## config.mk

```make
export PLATFORM = sky130hd
export DESIGN_NAME = gcsp_fma
export DESIGN_NICKNAME = d
export VERILOG_FILES = /design/src/hdl/gcsp_pkg.sv /design/src/hdl/gcsp_fma.sv
export SDC_FILE = /design/constraint.sdc
export NUM_CORES = 2
export LEC_CHECK = 0
export BUFFER_PORTS_ARGS = -buffer_cell sky130_fd_sc_hd__buf_2
export CAP_MARGIN = 20
export CORE_MARGIN = 2
export CORE_UTILIZATION = 25
export CTS_CLUSTER_SIZE = 10
export DETAILED_ROUTE_END_ITERATION = 8
export PLACE_DENSITY = 0.41
export SLEW_MARGIN = 40
export SYNTH_ARGS = -nofsm -noshare
export SYNTH_HDL_FRONTEND = slang
export SYNTH_SLANG_ARGS = --single-unit
```

## constraint.sdc

```tcl
create_clock -name aclk -period 13.1 [get_ports aclk]
set_input_delay 0 -clock aclk [delete_from_list [all_inputs] [get_ports aclk]]
set_output_delay 0 -clock aclk [all_outputs]
set_load 0.05 [all_outputs]
```

## src/hdl/gcsp_pkg.sv

```systemverilog
package gcsp_pkg;

    // Store geometry
    localparam int MAX_DIM          = 64;
    localparam int MAX_IN_CHANNELS  = 16;
    localparam int MAX_OUT_CHANNELS = 16;
    localparam int MAX_KERNEL       = 7;

    localparam int FEAT_DEPTH = MAX_IN_CHANNELS * MAX_DIM * MAX_DIM;
    localparam int WGT_DEPTH  = MAX_OUT_CHANNELS * MAX_IN_CHANNELS * MAX_KERNEL * MAX_KERNEL;
    localparam int FEAT_AW    = $clog2(FEAT_DEPTH);
    localparam int WGT_AW     = $clog2(WGT_DEPTH);

    // Single precision codes
    localparam logic [31:0] QNAN32 = 32'h7FC0_0000;
    localparam logic [31:0] INF32  = 32'h7F80_0000;

    typedef enum logic [1:0] {
        REQ_SAMPLE  = 2'd0,
        REQ_WEIGHT  = 2'd1,
        REQ_BIAS    = 2'd2,
        REQ_COMPUTE = 2'd3
    } req_type_t;

    typedef enum logic [2:0] {
        CFG_IMAGE_WIDTH   = 3'd0,
        CFG_IMAGE_HEIGHT  = 3'd1,
        CFG_KERNEL_WIDTH  = 3'd2,
        CFG_KERNEL_HEIGHT = 3'd3,
        CFG_PAD_LEFT      = 3'd4,
        CFG_PAD_TOP       = 3'd5,
        CFG_IN_PER_GROUP  = 3'd6,
        CFG_OUT_PER_GROUP = 3'd7
    } cfg_index_t;

    typedef enum logic [2:0] {
        ST_IDLE,
        ST_DIV,
        ST_FETCH,
        ST_FEED,
        ST_WAIT,
        ST_HOLD
    } state_t;

    typedef struct packed {
        logic        valid;
        logic [31:0] result;
    } fma_out_t;

    // Position of the highest set bit, zero for zero
    function automatic logic [5:0] top_bit64(input logic [63:0] v);
        logic [5:0] p;
        p = 6'd0;
        for (int i = 0; i < 64; i++) begin
            if (v[i]) begin
                p = 6'(i);
            end
        end
        return p;
    endfunction

    // Flat weight address of (out chan, in-group chan, kernel row, kernel col)
    function automatic logic [WGT_AW-1:0] wgt_addr(input logic [3:0] oc, input logic [3:0] gc,
                                                   input logic [2:0] kr, input logic [2:0] kc);
        logic [WGT_AW+3:0] a;
        a = (WGT_AW+4)'({oc, gc}) * (WGT_AW+4)'(MAX_KERNEL * MAX_KERNEL)
            + (WGT_AW+4)'(kr) * (WGT_AW+4)'(MAX_KERNEL) + (WGT_AW+4)'(kc);
        return a[WGT_AW-1:0];
    endfunction

endpackage

```

## src/hdl/gcsp_fma.sv

```systemverilog
module gcsp_fma import gcsp_pkg::*; (
    input  logic        aclk,
    input  logic        aresetn,
    input  logic        in_valid,
    input  logic [31:0] in_a,
    input  logic [31:0] in_b,
    input  logic [31:0] in_c,
    output fma_out_t    fma_out
);

    // stage 1: unpack, specials, multiply, normalize addend
    logic        sa, sb, sc, sp;
    logic [7:0]  ea, eb, ec, eadj_a, eadj_b, eadj_c;
    logic [22:0] fa, fb, fc;
    logic        az, bz, cz, anan, bnan, cnan;
    logic [23:0] ma, mb, mc;
    logic [5:0]  tc, ncm;
    logic        spec;
    logic [31:0] spec_res;

    logic              s1_valid_reg, s1_spec_reg, s1_sp_reg, s1_sc_reg, s1_cz_reg;
    logic [31:0]       s1_res_reg;
    logic [47:0]       s1_pm_reg;
    logic signed [12:0] s1_xp_reg, s1_xc_reg;
    logic [63:0]       s1_cm_reg;

    always_comb begin
        sa = in_a[31]; sb = in_b[31]; sc = in_c[31]; sp = sa ^ sb;
        ea = in_a[30:23]; eb = in_b[30:23]; ec = in_c[30:23];
        fa = in_a[22:0]; fb = in_b[22:0]; fc = in_c[22:0];
        az = (ea == 8'd0) && (fa == 23'd0);
        bz = (eb == 8'd0) && (fb == 23'd0);
        cz = (ec == 8'd0) && (fc == 23'd0);
        anan = (ea == 8'hFF) && (fa != 23'd0);
        bnan = (eb == 8'hFF) && (fb != 23'd0);
        cnan = (ec == 8'hFF) && (fc != 23'd0);
        eadj_a = (ea != 8'd0) ? ea : 8'd1;
        eadj_b = (eb != 8'd0) ? eb : 8'd1;
        eadj_c = (ec != 8'd0) ? ec : 8'd1;
        ma = {ea != 8'd0, fa};
        mb = {eb != 8'd0, fb};
        mc = {ec != 8'd0, fc};
        tc = top_bit64({40'd0, mc});
        ncm = 6'd61 - tc;

        spec = 1'b1;
        spec_res = QNAN32;
        if (anan || bnan || cnan) begin
            spec_res = QNAN32;
        end else if (ea == 8'hFF || eb == 8'hFF) begin
            if (az || bz || (ec == 8'hFF && sc != sp)) begin
                spec_res = QNAN32;
            end else begin
                spec_res = {sp, INF32[30:0]};
            end
        end else if (ec == 8'hFF) begin
            spec_res = in_c;
        end else if (az || bz) begin
            spec_res = cz ? {sp & sc, 31'd0} : in_c;
        end else begin
            spec = 1'b0;
        end
    end

    always_ff @(posedge aclk) begin
        if (!aresetn) begin
            s1_valid_reg <= 1'b0;
        end else begin
            s1_valid_reg <= in_valid;
        end
        s1_spec_reg <= spec;
        s1_res_reg  <= spec_res;
        s1_sp_reg   <= sp;
        s1_sc_reg   <= sc;
        s1_cz_reg   <= cz;
        s1_pm_reg   <= 48'(ma) * 48'(mb);
        s1_xp_reg   <= $signed({5'd0, eadj_a}) + $signed({5'd0, eadj_b}) - 13'sd300;
        s1_cm_reg   <= {40'd0, mc} << ncm;
        s1_xc_reg   <= $signed({5'd0, eadj_c}) - 13'sd150 - $signed({7'd0, ncm});
    end

    // stage 2: normalize product
    logic [5:0] tp, npm;
    logic              s2_valid_reg, s2_spec_reg, s2_sp_reg, s2_sc_reg, s2_cz_reg;
    logic [31:0]       s2_res_reg;
    logic [63:0]       s2_pm_reg, s2_cm_reg;
    logic signed [12:0] s2_xp_reg, s2_xc_reg;

    always_comb begin
        tp  = top_bit64({16'd0, s1_pm_reg});
        npm = 6'd61 - tp;
    end

    always_ff @(posedge aclk) begin
        if (!aresetn) begin
            s2_valid_reg <= 1'b0;
        end else begin
            s2_valid_reg <= s1_valid_reg;
        end
        s2_spec_reg <= s1_spec_reg;
        s2_res_reg  <= s1_res_reg;
        s2_sp_reg   <= s1_sp_reg;
        s2_sc_reg   <= s1_sc_reg;
        s2_cz_reg   <= s1_cz_reg;
        s2_pm_reg   <= {16'd0, s1_pm_reg} << npm;
        s2_xp_reg   <= s1_xp_reg - $signed({7'd0, npm});
        s2_cm_reg   <= s1_cm_reg;
        s2_xc_reg   <= s1_xc_reg;
    end

    // stage 3: order operands, align smaller with sticky
    logic              pick_p, sbig, ssmall;
    logic [63:0]       big, small_v, small_al;
    logic signed [12:0] xb, xs, d;
    logic [5:0]        dsh;

    logic              s3_valid_reg, s3_spec_reg, s3_sbig_reg, s3_ssmall_reg;
    logic [31:0]       s3_res_reg;
    logic [63:0]       s3_big_reg, s3_small_reg;
    logic signed [12:0] s3_xb_reg;

    always_comb begin
        pick_p  = s2_cz_reg || (s2_xp_reg >= s2_xc_reg);
        big     = pick_p ? s2_pm_reg : s2_cm_reg;
        small_v = pick_p ? (s2_cz_reg ? 64'd0 : s2_cm_reg) : s2_pm_reg;
        xb      = pick_p ? s2_xp_reg : s2_xc_reg;
        xs      = pick_p ? s2_xc_reg : s2_xp_reg;
        sbig    = pick_p ? s2_sp_reg : s2_sc_reg;
        ssmall  = pick_p ? s2_sc_reg : s2_sp_reg;
        d       = s2_cz_reg ? 13'sd0 : (xb - xs);
        dsh     = d[5:0];
        if (d >= 13'sd63) begin
            small_al = {63'd0, small_v != 64'd0};
        end else if (d > 13'sd0) begin
            small_al = (small_v >> dsh)
                     | {63'd0, (small_v & ((64'd1 << dsh) - 64'd1)) != 64'd0};
        end else begin
            small_al = small_v;
        end
    end

    always_ff @(posedge aclk) begin
        if (!aresetn) begin
            s3_valid_reg <= 1'b0;
        end else begin
            s3_valid_reg <= s2_valid_reg;
        end
        s3_spec_reg   <= s2_spec_reg;
        s3_res_reg    <= s2_res_reg;
        s3_big_reg    <= big;
        s3_small_reg  <= small_al;
        s3_xb_reg     <= xb;
        s3_sbig_reg   <= sbig;
        s3_ssmall_reg <= ssmall;
    end

    // stage 4: add or subtract magnitudes
    logic [63:0] sum;
    logic        sgn;
    logic              s4_valid_reg, s4_spec_reg, s4_sgn_reg;
    logic [31:0]       s4_res_reg;
    logic [63:0]       s4_sum_reg;
    logic signed [12:0] s4_xb_reg;

    always_comb begin
        if (s3_sbig_reg == s3_ssmall_reg) begin
            sum = s3_big_reg + s3_small_reg;
            sgn = s3_sbig_reg;
        end else if (s3_big_reg >= s3_small_reg) begin
            sum = s3_big_reg - s3_small_reg;
            sgn = s3_sbig_reg;
        end else begin
            sum = s3_small_reg - s3_big_reg;
            sgn = s3_ssmall_reg;
        end
    end

    always_ff @(posedge aclk) begin
        if (!aresetn) begin
            s4_valid_reg <= 1'b0;
        end else begin
            s4_valid_reg <= s3_valid_reg;
        end
        s4_spec_reg <= s3_spec_reg;
        s4_res_reg  <= s3_res_reg;
        s4_sum_reg  <= sum;
        s4_sgn_reg  <= sgn;
        s4_xb_reg   <= s3_xb_reg;
    end

    // stage 5: exponent and rounding position
    logic [5:0]        ts;
    logic signed [12:0] e, eeff, sh;
    logic              s5_valid_reg, s5_spec_reg, s5_sgn_reg, s5_ovf_reg, s5_zero_reg;
    logic [31:0]       s5_res_reg;
    logic [63:0]       s5_sum_reg;
    logic [7:0]        s5_eeff_reg;
    logic signed [12:0] s5_sh_reg;

    always_comb begin
        ts   = top_bit64(s4_sum_reg);
        e    = $signed({7'd0, ts}) + s4_xb_reg + 13'sd127;
        eeff = (e < 13'sd1) ? 13'sd1 : e;
        sh   = eeff - s4_xb_reg - 13'sd150;
    end

    always_ff @(posedge aclk) begin
        if (!aresetn) begin
            s5_valid_reg <= 1'b0;
        end else begin
            s5_valid_reg <= s4_valid_reg;
        end
        s5_spec_reg <= s4_spec_reg;
        s5_res_reg  <= s4_res_reg;
        s5_sgn_reg  <= s4_sgn_reg;
        s5_sum_reg  <= s4_sum_reg;
        s5_zero_reg <= (s4_sum_reg == 64'd0);
        s5_ovf_reg  <= (e > 13'sd254);
        s5_eeff_reg <= eeff[7:0];
        s5_sh_reg   <= sh;
    end

    // stage 6: round to nearest even, pack
    logic [5:0]  shamt;
    logic signed [12:0] nsh;
    logic [63:0] q, rem, half, bits;
    logic [31:0] packed_res;
    logic        out_valid_reg;
    logic [31:0] out_result_reg;

    always_comb begin
        nsh   = -s5_sh_reg;
        shamt = s5_sh_reg[5:0];
        rem   = 64'd0;
        half  = 64'd0;
        if (s5_sh_reg <= 13'sd0) begin
            q = s5_sum_reg << nsh[5:0];
        end else if (s5_sh_reg >= 13'sd64) begin
            q = 64'd0;
        end else begin
            q    = s5_sum_reg >> shamt;
            rem  = s5_sum_reg & ((64'd1 << shamt) - 64'd1);
            half = 64'd1 << (shamt - 6'd1);
            if (rem > half || (rem == half && q[0])) begin
                q = q + 64'd1;
            end
        end
        bits = ({56'd0, s5_eeff_reg - 8'd1} << 23) + q;
        if (bits >= {32'd0, INF32}) begin
            bits = {32'd0, INF32};
        end
        if (s5_spec_reg) begin
            packed_res = s5_res_reg;
        end else if (s5_zero_reg) begin
            packed_res = 32'd0;
        end else if (s5_ovf_reg) begin
            packed_res = {s5_sgn_reg, INF32[30:0]};
        end else begin
            packed_res = {s5_sgn_reg, bits[30:0]};
        end
    end

    always_ff @(posedge aclk) begin
        if (!aresetn) begin
            out_valid_reg <= 1'b0;
        end else begin
            out_valid_reg <= s5_valid_reg;
        end
        out_result_reg <= packed_res;
    end

    assign fma_out.valid  = out_valid_reg;
    assign fma_out.result = out_result_reg;

endmodule

```

* Yosys cells after proc, flatten, opt, wreduce, memory -nomap -nowiden
Cells that the tools add are included.
** Operators by class
- $add $sub $neg :: 22
- Multipliers :: 1
- $lt $le $gt $ge :: 10
- Equal/unequal tests :: 6
- Shift-type cells :: 8
- Muxes and demuxes :: 164
- Bitwise gates (word level) :: 5
- Reduce and logical (&&, ||, !) cells :: 31
** Operators by type and width (number)
- two-way mux 6 bit :: 129
- two-way mux 64 bit :: 9
- two-way mux 32 bit :: 7
- left shift 1 x 6 -> 64 bit (first input constant) :: 3
- bitwise AND 64 bit :: 2
- nonzero test 64 bit :: 2
- right shift 64 x 6 -> 64 bit :: 2
- subtractor 64 x 1 -> 64 bit (second input constant) :: 2
- subtractor 64 bit :: 2
- zero test 23 bit :: 3
- nonzero test 23 bit :: 3
- adder 31 x 64 -> 64 bit :: 1
- adder 64 x 1 -> 64 bit (second input constant) :: 1
- adder 64 bit :: 1
- equality test 64 bit :: 1
- >= comparator 64 x 31 -> 1 bit (second input constant) :: 1
- >= comparator 64 bit :: 1
- greater-than comparator 64 bit :: 1
- zero test 64 bit :: 1
- OR 64 x 1 -> 64 bit :: 1
- left shift 24 x 6 -> 64 bit :: 1
- left shift 48 x 6 -> 64 bit :: 1
- left shift 64 x 6 -> 64 bit :: 1
- two-way mux 31 bit :: 2
- 35 further kinds :: 69
** Storage, ports and cells
- Register bits :: 799
- Input port bits :: 99
- Output and inout bits :: 33

* Longest topological paths before layout
- Word-level depth :: 69
- Gate-level depth with buffers :: 58
- Gate-level depth less buffers :: 50

* Worst setup path before layout
OpenSTA, ideal clock, no wires.
- Path type :: reg-to-reg
- From :: reg s5_sh_reg[1]
- To :: reg out_result_reg[17]
- Library setup time :: 96 ps
- Data arrival time :: 12175 ps
- Required time :: 13004 ps
- Setup slack :: 829 ps
- Stages on the path, launching flop included :: 58
- Path buffers :: 9
- Period minus slack after synthesis :: 12271 ps
- Path through :: dfxtp_1 > clkinv_1 > buf_2 > buf_1 > buf_2 > ha_1 > clkbuf_1 > nor3_1 > nor2_1 > o21ai_0 > nand2_1 > or2_2 > or3_1 > clkbuf_1 > nand2b_1 > clkbuf_1 > nor2_1 > o21a_1 > (+22 left out) > fa_1 > a21o_1 > a21oi_1 > nor2b_1 > o21ai_0 > nand2b_1 > a21oi_1 > o21bai_1 > nor4b_1 > nand2_1 > or3_1 > clkbuf_1 > nor4_1 > mux2_2 > a2111oi_2 > nand3_2 > buf_2 > o41ai_2
** On the way
- Cells in the longest elaborated chain, start to end :: 15
- Elaborated cells on any way between the ends :: 24
- Those cells by class :: add/sub: 5; order compare: 4; eq/ne: 1; shift: 4; mux: 7; bitwise: 1; reduce/logical: 2
** Ends and longest elaborated chain
- start, declared :: RTL line gcsp_fma.sv:198 : logic signed [12:0] s5_sh_reg;
- start signal, assigned :: RTL line gcsp_fma.sv:220 : s5_sh_reg <= sh;
- branches (longest 8 deep; another with subtractor 64 x 1 -> 64 bit)
- two-way mux 64 bit (*) :: RTL line gcsp_fma.sv:236 : if (s5_sh_reg <= 13'sd0) begin
- adder 31 x 64 -> 64 bit (*) :: RTL line gcsp_fma.sv:248 : bits = ({56'd0, s5_eeff_reg - 8'd1} << 23) + q;
- >= comparator 64 x 31 -> 1 bit :: RTL line gcsp_fma.sv:249 : if (bits >= {32'd0, INF32}) begin
- two-way mux 31 bit (*) :: RTL line gcsp_fma.sv:249
- two-way mux 31 bit (*) :: RTL line gcsp_fma.sv:256 : end else if (s5_ovf_reg) begin
- two-way mux 32 bit (*) :: RTL line gcsp_fma.sv:254 : end else if (s5_zero_reg) begin
- two-way mux 32 bit (*) :: RTL line gcsp_fma.sv:252 : if (s5_spec_reg) begin
- net packed_res[17] :: RTL line gcsp_fma.sv:227 : logic [31:0] packed_res;
- end signal, assigned :: RTL line gcsp_fma.sv:269 : out_result_reg <= packed_res;
- end, declared :: RTL line gcsp_fma.sv:229 : logic [31:0] out_result_reg;
Mark *: on every way through the listed nets, which the timed path passes.
A chain may end at the register's enable or synchronous reset.

* Final worst setup path
- From :: reg s5_sh_reg[1]
- To :: reg out_result_reg[22]
Same word-level chain as after synthesis.

==> out/metrics.yaml <==
drive_above_1_share_pct: 9.83
cp.required_ns: 13.75
clock_sinks: 795
cts_tree: "done"
finalHoldViolations: 0
cpPeakStageDelay_ns: 0.52
grt_usage_pct: 23.7
status: "finished, final reports clean"
crit_type: "flop to flop"
seq_area_frac_synth_pct: 19.6
syn_inst: 10200
first_pass_iters: 8
place_congestion: 0.973
synth.avg_cell_area_um2: 7.92
synth_top_area_share_pct: 19.6
synth_area_mm2: 0.0810
crit_slowest_cell: "or3_1"
clockBufferDepth: 3
cts_buffers: 97
startpoint_type: "flop"
drc: 0
ant_nets: 0
core_area_mm2: 0.323
drt_iter0_drc: 6755
clkSlewWorstSetupHoldPaths_ns: 0.06
final_common_cell: "nand2_1"
rsz0062_at_grt: "false"
dieArea_mm2: 0.329
die_y_um: 573
final_core_util_pct: 28.1
wire_per_inst_um: 27.7
path_common_cell: "o21ai_0"
initial_utilization_pct: 25.1
path_max_fanout: 19
setup_viol: 0
slew_violations: 0
yosysTopAreaCell: "dfxtp_1"
worst_slack_ns: 1.05
die_x_um: 573
skew_ns: 0.0914
grt_max_degree: 99
final_cell_mix: "nand2_1, inv_1, nor2_1"
syn2layout_area_growth_pct: 12.2
grt_pass1_wl_um: 577000
drt_wl_total_um: 403000
slew_headroom_pct: 37.0
yosysWarnings: 0
dr_total_vias: 78600
clk_latency_ns: 0.76
synthDistinctLibCells: 111
period_share_pct: 92.0
fin_nets: 11300
port_buffers: 131
fp-row-count: 209
antenna_found_initial: 31
hold_ws_ns: 0.0788
place_ws_ns: 0.788
ys_ff_latch: 795
tightest_slew_ns: 0.938
synth_edf_count: 0
hp-class: "primary input to flop"
viasPerCell: 5.40
max_freq_ghz: 0.0830
overflow: 0
fin_crit_ns: 12.05
tns_ns: 0
root_buffer: "clkbuf_16"
synthFlopType: "dfxtp_1"
crit_path_end_kind: "flop"
place_hpwl_um: 320000
cap_violations: 0
async_flop_share_pct: 0
htreeDepth: 3
worstPathArrival_ns: 12.70
rrSetupSlack_ns: 1.05
nFillCells: 35200
grt_pass1_vias: 79200
synthTopCellsByArea: "dfxtp_1, fa_1, ha_1"
boundaryPins: 132
final timing paths:
kind | start | endpoint | cells past startpoint
worst max register to register | s5_sh_reg[1]$_DFF_P_ | out_result_reg[22]$_DFF_P_ | 49
worst min register to register | s1_res_reg[27]$_SDFF_PP1_ | s2_res_reg[27]$_DFF_P_ | 0
worst max-delay path | s5_sh_reg[1]$_DFF_P_ | out_result_reg[22]$_DFF_P_ | 49
worst min-delay path | in_b[27] | s1_xp_reg[6]$_DFF_P_ | 7
cell families after synthesis:
logic type	count (synthesis)	synth area share, %
mux	656	10.6
simple gates	3560	20.5
other cells	1	0.00463
xor+xnor	235	2.55
buf+inv	1512	7.27
compound gates	2459	19.3
fa+ha+maj	1012	20.2
flops	795	19.6
per-layer routing:
layer | vias to the layer above | global-route usage, % | part of all wire [%]
li1 | 35400 | - | -
met1 | 39100 | 29.2 | 41
met2 | 3144 | 40.9 | 48
met3 | 897 | 2.59 | 5.2
met4 | 10 | 11.8 | 5.8
met5 | - | 0 | 0.017
worst max-delay path, delay by kind of cell (launching register included):
family          cells  cell delay (ns)
buf+inv             3             0.60
compound gates     14             3.12
mux                 2             0.58
fa+ha+maj           5             1.40
flops               1             0.49
simple gates       25             5.76
final cells by class:
cell class,instances,area [um2],share of cell area [%]
diodes,11,27.5,0.0303
multi-input cells,7957,59900,65.8
inverters,848,3180,3.50
repair buffers,480,3590,3.94
well taps,4325,5410,5.95
flip-flops and latches,795,15900,17.5
clock inverters,22,348,0.383
clock buffers,115,2560,2.82
timing repair:
item / 4_1_cts / 5_1_grt
setup buffers: 0 / 1
hold endpoints to repair: 78 / 0
setup endpoints to repair: 0 / 31
resized for setup: 0 / 5
hold buffers: 75 / 0
synthesized netlist by cell type (89+ instances only):
library cell  instances
mux2i_1             383
mux2_2              126
clkbuf_1            508
mux4_2              147
inv_1               840
nand3_1             205
nor2b_1              89
nand4_1             126
o22ai_1             108
a211oi_1            115
a21oi_1             726
a21o_1               95
o211ai_1            107
nor4_1               93
and3_1              103
xnor2_1             171
o21ai_0             529
nor3_1              198
o21bai_1            116
ha_1                521
nand2_1            1357
nor2_1              808
dfxtp_1             795
buf_1                90
and2_1              320
a31oi_1             107
fa_1                490
metrics by stage:
stage | area, um2 | cells
6_report | 90900 | 14600
5_1_grt | 90900 | 14500
4_1_cts | 90800 | 14500
3_5_place_dp | 87100 | 14300
3_3_place_gp | 86900 | 14300
2_1_floorplan | 81100 | 10300
Power is not shown: default switching activity piles up to over one toggle a cycle in this logic, so the estimate is an artifact.
